$ cat src/tbrt_pkg.sv
`timescale 1ns / 1ps

package tbrt_pkg;

  // Item selector codes
  typedef enum logic [1:0] {
    FUNC_FAIL  = 2'd0,
    FUNC_RESET = 2'd1,
    FUNC_QUERY = 2'd2
  } func_e;

  // Table geometry and limits
  localparam int unsigned NumIntervals = 7;
  localparam int unsigned IdxW         = 3;
  localparam int unsigned SecW         = 22;
  localparam int unsigned TimeW        = 32;
  localparam int unsigned AddrW        = 5;
  localparam int unsigned DataW        = 32;

  localparam logic [SecW-1:0]  MaxIntervalS = SecW'(32'h7FFF_FFFF / 32'd1000);
  localparam logic [TimeW-1:0] MsPerS       = TimeW'(1000);

  // Register indexes (byte address = 4 * index)
  localparam logic [IdxW-1:0] RegEntryCount = 3'd0;
  localparam logic [IdxW-1:0] RegInterval0  = 3'd1;

  // Reset contents of the interval table, entry 0 in the low bits
  localparam logic [IdxW-1:0] EntryCountReset = 3'd6;
  localparam logic [NumIntervals-1:0][SecW-1:0] IntervalReset = {
    22'd0, 22'd20, 22'd15, 22'd10, 22'd5, 22'd3, 22'd1
  };

  // Configuration seen by the datapath
  typedef struct packed {
    logic [IdxW-1:0]                        entry_count;
    logic [NumIntervals-1:0][SecW-1:0]      interval;
  } cfg_t;

endpackage

$ cat src/tbrt_regs.sv
`timescale 1ns / 1ps

module tbrt_regs (
  input  logic                          clk_i,
  input  logic                          rst_ni,
  input  logic                          psel,
  input  logic                          penable,
  input  logic                          pwrite,
  input  logic [tbrt_pkg::AddrW-1:0]    paddr,
  input  logic [tbrt_pkg::DataW-1:0]    pwdata,
  output logic [tbrt_pkg::DataW-1:0]    prdata,
  output logic                          pready,
  output tbrt_pkg::cfg_t                cfg_o
);

  logic [tbrt_pkg::IdxW-1:0] reg_idx;
  logic [tbrt_pkg::IdxW-1:0] tbl_idx;
  logic                      wr_en;
  tbrt_pkg::cfg_t            cfg_q;

  assign pready  = 1'b1;
  assign reg_idx = paddr[4:2];
  assign tbl_idx = reg_idx - tbrt_pkg::RegInterval0;
  assign wr_en   = psel & penable & pwrite;

  // Register writes on the access phase of a write transfer
  always_ff @(posedge clk_i or negedge rst_ni) begin
    if (!rst_ni) begin
      cfg_q.entry_count <= tbrt_pkg::EntryCountReset;
      cfg_q.interval    <= tbrt_pkg::IntervalReset;
    end else if (wr_en) begin
      if (reg_idx == tbrt_pkg::RegEntryCount) begin
        cfg_q.entry_count <= pwdata[tbrt_pkg::IdxW-1:0];
      end else begin
        cfg_q.interval[tbl_idx] <= pwdata[tbrt_pkg::SecW-1:0];
      end
    end
  end

  // Read mux
  always_comb begin
    if (reg_idx == tbrt_pkg::RegEntryCount) begin
      prdata = tbrt_pkg::DataW'(cfg_q.entry_count);
    end else begin
      prdata = tbrt_pkg::DataW'(cfg_q.interval[tbl_idx]);
    end
  end

  assign cfg_o = cfg_q;

endmodule

$ cat src/table_backoff_retry_timer_unit.sv
`timescale 1ns / 1ps

// Table-driven retry back-off timer.
// Input channel (in_valid_i / in_stall_o) carries func and now_ms. A fail item
// arms a deadline now_ms + interval*1000 from the table entry at the attempt
// index and advances that index; a reset item clears the index and disarms; a
// query item reports due and the milliseconds that remain.
// Output channel (out_valid_o / out_stall_i) returns exactly one result per
// item, in order.
// Path: each item sits in the input register, then in the result register,
// which drives out_valid_o.
// Throughput: one item per cycle while out_stall_i is low; the lookup, x1000
// and 32-bit add/compare sit between the two registers, and state updates as
// an item moves into the result register, so the next item sees it at once.
// When the receiver stalls, the result holds and the input register fills;
// in_stall_o rises only when both registers are occupied and blocked.
// Reset: pipeline empty, attempt index 0, timer disarmed, table back to its
// default of six entries (1, 3, 5, 10, 15, 20 s). The APB port (pready always
// high) writes entry_count at 0x00 and interval_0..6 at 0x04..0x1C; write only
// while the block is idle.
module table_backoff_retry_timer_unit #(
  parameter int unsigned TABLE_MAX = 7
) (
  input  logic                          clk_i,
  input  logic                          rst_ni,
  // APB configuration port
  input  logic                          psel,
  input  logic                          penable,
  input  logic                          pwrite,
  input  logic [tbrt_pkg::AddrW-1:0]    paddr,
  input  logic [tbrt_pkg::DataW-1:0]    pwdata,
  output logic [tbrt_pkg::DataW-1:0]    prdata,
  output logic                          pready,
  // Input channel
  input  logic                          in_valid_i,
  output logic                          in_stall_o,
  input  logic [1:0]                    in_func_i,
  input  logic [tbrt_pkg::TimeW-1:0]    in_now_ms_i,
  // Output channel
  output logic                          out_valid_o,
  input  logic                          out_stall_i,
  output logic [tbrt_pkg::TimeW-1:0]    out_armed_deadline_o,
  output logic                          out_is_due_o,
  output logic [tbrt_pkg::TimeW-1:0]    out_remain_ms_o
);

  localparam int unsigned IdxW  = tbrt_pkg::IdxW;
  localparam int unsigned SecW  = tbrt_pkg::SecW;
  localparam int unsigned TimeW = tbrt_pkg::TimeW;
  localparam logic [IdxW-1:0] TableMaxC = IdxW'(TABLE_MAX);

  tbrt_pkg::cfg_t cfg;

  tbrt_regs u_regs (
    .clk_i   (clk_i),
    .rst_ni  (rst_ni),
    .psel    (psel),
    .penable (penable),
    .pwrite  (pwrite),
    .paddr   (paddr),
    .pwdata  (pwdata),
    .prdata  (prdata),
    .pready  (pready),
    .cfg_o   (cfg)
  );

  // Pipeline control
  logic             s1_valid_q;
  logic [1:0]       s1_func_q;
  logic [TimeW-1:0] s1_now_q;
  logic             out_valid_q;
  logic             adv;
  logic             s1_load;
  logic             do_step;

  assign adv        = ~out_valid_q | ~out_stall_i;
  assign in_stall_o = s1_valid_q & ~adv;
  assign s1_load    = in_valid_i & ~in_stall_o;
  assign do_step    = s1_valid_q & adv;

  // Input register
  always_ff @(posedge clk_i or negedge rst_ni) begin
    if (!rst_ni) begin
      s1_valid_q <= 1'b0;
    end else if (adv | ~s1_valid_q) begin
      s1_valid_q <= in_valid_i;
    end
  end

  always_ff @(posedge clk_i) begin
    if (s1_load) begin
      s1_func_q <= in_func_i;
      s1_now_q  <= in_now_ms_i;
    end
  end

  // Timer state
  logic [IdxW-1:0]  attempt_q, attempt_d;
  logic [TimeW-1:0] deadline_q, deadline_d;

  // Datapath signals
  logic [IdxW-1:0]  cnt_used;
  logic [IdxW-1:0]  rd_idx;
  logic [SecW-1:0]  sec_raw;
  logic [SecW-1:0]  sec_c;
  logic [TimeW-1:0] ms;
  logic [TimeW-1:0] dl_sum;
  logic [TimeW-1:0] dl_arm;
  logic [TimeW-1:0] diff;
  logic [TimeW-1:0] res_deadline;
  logic             res_due;
  logic [TimeW-1:0] res_remain;

  // Interval lookup, clamp and conversion to milliseconds
  assign cnt_used = (cfg.entry_count > TableMaxC) ? TableMaxC : cfg.entry_count;
  assign rd_idx   = (attempt_q < cnt_used) ? attempt_q : (cnt_used - 3'd1);
  assign sec_raw  = cfg.interval[rd_idx];
  assign sec_c    = (sec_raw > tbrt_pkg::MaxIntervalS) ? tbrt_pkg::MaxIntervalS : sec_raw;
  assign ms       = (cnt_used == '0) ? '0 : (TimeW'(sec_c) * tbrt_pkg::MsPerS);
  assign dl_sum   = s1_now_q + ms;
  assign dl_arm   = (dl_sum == '0) ? TimeW'(1) : dl_sum;
  assign diff     = s1_now_q - deadline_q;

  // Per-item result and next state
  always_comb begin
    attempt_d    = attempt_q;
    deadline_d   = deadline_q;
    res_deadline = '0;
    res_due      = 1'b0;
    res_remain   = '0;
    case (s1_func_q)
      tbrt_pkg::FUNC_FAIL: begin
        if ((cnt_used > 3'd1) && (attempt_q < (cnt_used - 3'd1))) begin
          attempt_d = attempt_q + 3'd1;
        end
        deadline_d   = dl_arm;
        res_deadline = (ms == '0) ? '0 : dl_arm;
      end
      tbrt_pkg::FUNC_RESET: begin
        attempt_d  = '0;
        deadline_d = '0;
      end
      tbrt_pkg::FUNC_QUERY: begin
        if (deadline_q != '0) begin
          if (!diff[TimeW-1]) begin
            res_due = 1'b1;
          end else begin
            res_remain = deadline_q - s1_now_q;
          end
        end
      end
      default: begin
        // unused selector: no state change, result of zeros
      end
    endcase
  end

  always_ff @(posedge clk_i or negedge rst_ni) begin
    if (!rst_ni) begin
      attempt_q  <= '0;
      deadline_q <= '0;
    end else if (do_step) begin
      attempt_q  <= attempt_d;
      deadline_q <= deadline_d;
    end
  end

  // Result register
  logic [TimeW-1:0] out_deadline_q;
  logic             out_due_q;
  logic [TimeW-1:0] out_remain_q;

  always_ff @(posedge clk_i or negedge rst_ni) begin
    if (!rst_ni) begin
      out_valid_q <= 1'b0;
    end else if (adv) begin
      out_valid_q <= s1_valid_q;
    end
  end

  always_ff @(posedge clk_i) begin
    if (do_step) begin
      out_deadline_q <= res_deadline;
      out_due_q      <= res_due;
      out_remain_q   <= res_remain;
    end
  end

  assign out_valid_o          = out_valid_q;
  assign out_armed_deadline_o = out_deadline_q;
  assign out_is_due_o         = out_due_q;
  assign out_remain_ms_o      = out_remain_q;

  // Checks
  a_attempt_bound : assert property (@(posedge clk_i) disable iff (!rst_ni)
    attempt_q < TableMaxC || attempt_q == '0)
    else $error("attempt index beyond table limit");

  a_due_no_remain : assert property (@(posedge clk_i) disable iff (!rst_ni)
    out_valid_q && out_due_q |-> out_remain_q == '0)
    else $error("due result carries remaining time");

  a_stall_full : assert property (@(posedge clk_i) disable iff (!rst_ni)
    in_stall_o |-> s1_valid_q && out_valid_q)
    else $error("input stalled with a free pipeline slot");

  a_fail_arms : assert property (@(posedge clk_i) disable iff (!rst_ni)
    do_step && s1_func_q == tbrt_pkg::FUNC_FAIL |=> deadline_q != '0)
    else $error("fail item left timer disarmed");

endmodule

$ cat config.mk
export PLATFORM = sky130hd
export DESIGN_NAME = table_backoff_retry_timer_unit
export DESIGN_NICKNAME = d
export VERILOG_FILES = /design/src/tbrt_pkg.sv /design/src/tbrt_regs.sv /design/src/table_backoff_retry_timer_unit.sv
export SDC_FILE = /design/constraint.sdc
export NUM_CORES = 1
export LEC_CHECK = 0
export BUFFER_PORTS_ARGS = -buffer_cell sky130_fd_sc_hd__buf_2
export CORE_ASPECT_RATIO = 2
export CORE_MARGIN = 4
export CORE_UTILIZATION = 25
export DETAILED_ROUTE_END_ITERATION = 10
export GPL_TIMING_DRIVEN = 0
export PLACE_DENSITY_LB_ADDON = 0.25
export RECOVER_POWER = 100
export SKIP_LAST_GASP = 1
export SYNTH_ARGS = -nofsm -noshare
export SYNTH_HDL_FRONTEND = slang
export SYNTH_HIERARCHICAL = 1
export SYNTH_SLANG_ARGS = --single-unit
$ cat constraint.sdc
create_clock -name clk_i -period 13.7 [get_ports clk_i]
set_input_delay 2.055 -clock clk_i [delete_from_list [all_inputs] [get_ports clk_i]]
set_output_delay 2.055 -clock clk_i [all_outputs]
set_load 0.02 [all_outputs]
==> results.yml <==
synth:
  synthXorXnorAreaFrac_pct: 2.93
  synth-adder-area-share_pct: 15.8
  synth-seq-area-share_pct: 35.4
  syn_inst: 2101
  synth_compound_area_share_pct: 14.2
  synth_seq_cells: 293
  synth_edf_count: 99
  syn_avg_cell_area_um2: 10.5
  synthMuxAreaShare_pct: 14.7
  synth_top_family_by_area: "adder cells"
  ys.flop_type: "dfrtp_1"
  netlist_area_mm2: 0.0222
  async_flop_share_pct: 66.2
  yosysUniqueCellTypes: 83
  yosysWarnings: 6
  synth-simple-area-share_pct: 10.7
layout:
  multi_input_area_mm2: 0.0128
  fillCellCount: 9302
  drive_gt1_share_pct: 16.3
  synthToLayoutAreaGrowth_pct: 14.2
  regArea_mm2: 0.00785
  nets: 2618
floorplan:
  die_h_um: 429
  dieArea_mm2: 0.0937
  core_area_mm2: 0.0881
  start_util_pct: 25.2
  rows: 154
  io_pins: 178
  dieWidth_um: 219
drt:
  vias: 16922
  postRouteAntennaNets: 0
  drtIter0Drc: 603
  vias_per_cell: 4.83
  drt_wl_total_um: 75200
  drt-pass1-iter-count: 5
  drc: 0
  wire_per_inst_um: 21.5
grt:
  grt_antenna_before_repair: 5
  grt_max_degree: 109
  grt-ovfl-total: 0
  grt_pass1_wl_um: 112000
  grt_use_total_pct: 15.8
  grt_pass1_vias: 18255
outcome:
  violations: "capacitance limit, slew limit"
  status: "finished with violations"
clock_tree:
  cts.reportedPaths.clkPinSlew_ns: 0.06
  cts_root_buf: "clkbuf_16"
  clock-sinks: 293
  cts_buffer_depth: 3
  cts_tree: "done"
  clk_latency_ns: 0.57
  htreeDepth: 2
  cts_buffers: 35
setup_path:
  start_kind: "flip-flop"
  crit_fanout: 10
  worstPathArrival_ns: 13.40
  r2r_slack_ns: 0.65
  slowest_stage: "or4b_2"
  endpoint_kind: "flip-flop"
  critical_path_class: "reg2reg"
  crit_top_cell: "fa_1"
  slowest_delay_ns: 0.71
  critPathRequiredTime_ns: 14.04
sta:
  relSlewSlack_pct: -302
  max_freq_mhz: 76.6
  rsz0062_at_grt: "no"
  setup_viol: 0
  period_share_pct: 95.3
  tns_ns: 0
  worstMarginPinSlew_ns: 6.03
  holdWs_ns: 0.512
  hold_viol_final: 0
  fin_crit_ns: 13.05
  final_max_slew_viol_count: 275
  fin_skew_ns: 0.0225
hold_path:
  hold_class: "reg2reg"
flow_run:
  maxCapViolations: 4
placed_design:
  place_hpwl_um: 60100
  place_congestion: 0.879
  port_buffers: 152
-- cells in the final DEF (no fill, tap or decap), types with 12 or more instances in the layout --
cell,n
nor2b_1,24
a31oi_1,14
o21ai_0,55
mux4_2,12
xnor2_1,44
buf_2,75
mux2i_1,87
nand2_1,107
inv_1,208
nand3_1,31
a211oi_1,48
buf_4,20
nor3_1,57
and3_1,16
a21o_1,48
nor2_1,111
dfrtp_1,179
fa_1,75
o2bb2ai_1,17
nand2b_1,35
edfxtp_1,99
ha_1,160
or2_2,14
clkbuf_1,163
and2_1,20
dfstp_2,15
mux2_1,19
clkbuf_16,36
a21oi_1,85
a221oi_1,21
mux2_2,158
nor4_1,15
o22ai_1,33
o21a_1,14
a32o_1,12
xor2_1,30
-- worst max-delay path: cells and delay by family, from the launching register on --
family	cells	cell delay, ns
flops	1	0.60
xor+xnor	1	0.23
buf+inv	5	1.15
compound gates	17	4.40
fa+ha+maj	7	3.06
simple gates	8	2.82
mux	1	0.55
-- stage by stage --
step	setup slack, ns	std cells	cell area, um^2	util, %
5_1_grt	0.0646	3502	25300	28.7
6_report	0.646	3503	25300	28.7
4_1_cts	0.0572	3498	25700	29.2
2_1_floorplan	3.28	2110	22200	-
3_3_place_gp	-0.911	3432	24400	27.7
3_5_place_dp	-0.924	3435	24500	27.8
-- synthesized netlist by cell type, types with 23 or more instances --
library cell  count  area (um^2)
inv_1           208          781
dfrtp_1         179         4480
ha_1            160         2000
mux2_2          159         1790
nor2_1          111          417
nand2_1         107          402
edfxtp_1         99         2970
mux2i_1          89          891
a21oi_1          84          420
fa_1             75         1500
nor3_1           57          285
o21ai_0          55          275
a21o_1           48          360
xnor2_1          44          385
clkbuf_1         43          161
nand2b_1         35          219
o22ai_1          33          206
nand3_1          31          155
a211oi_2         30          375
xor2_1           30          263
buf_2            29          145
a211oi_1         24          180
and2_1           24          150
nor2b_1          23          144
-- path summary, 6_finish.rpt --
kind,from,to,cells past startpoint
worst max register to register,u_regs/cfg_o[156],out_armed_deadline_o[0],39
worst min register to register,s1_valid_q,out_valid_o,1
max in group asynchronous,rst_ni,u_regs/cfg_o[151],2
min in group asynchronous,rst_ni,u_regs/cfg_o[54],1
worst min-delay path,s1_valid_q,out_valid_o,1
worst max-delay path,u_regs/cfg_o[156],out_armed_deadline_o[0],39
-- cells by family (layout without fill, tap and decap cells) --
family | after synthesis | in the layout
AND/OR/NAND/NOR | 475 | 475
AO/OA/AOI/OAI | 429 | 429
buffers and inverters | 312 | 533
flip-flops | 293 | 293
multiplexers | 281 | 281
adder cells (fa/ha/maj) | 235 | 235
XOR/XNOR | 74 | 74
other | 2 | 13
-- sequential cells by signal, summed over array words and instances, names as in the netlist, 2 cells and up --
signal	count
attempt_q	3
out_armed_deadline_o	32
u_regs/cfg_o	157
s1_func_q	2
out_remain_ms_o	32
s1_now_q	32
deadline_q	32
-- per-layer routing --
metal,share of wire [%],wire length [um],track usage [%]
met5,0.011,8,0
met4,6.4,4780,8.42
met3,3.9,2940,2.06
met2,56,42000,31.5
met1,34,25500,15.3
-- cell type report --
class	count	area share, %
diodes	2	0.0198
plain buffers	104	1.95
clock buffers	43	3.82
clock inverters	20	0.905
inverters	208	3.09
multi-input cells	1505	50.7
flip-flops and latches	293	31.0
well taps	1170	5.79
repair buffers	158	2.74
-- what timing repair did --
action	CTS	global route
hold buffers	0	0
setup endpoints to repair	3	2
gates cloned	0	0
setup buffers	0	3
gates resized for setup	3	6
Power is not shown: default switching activity piles up to over one toggle a cycle in this logic, so the estimate is an artifact.
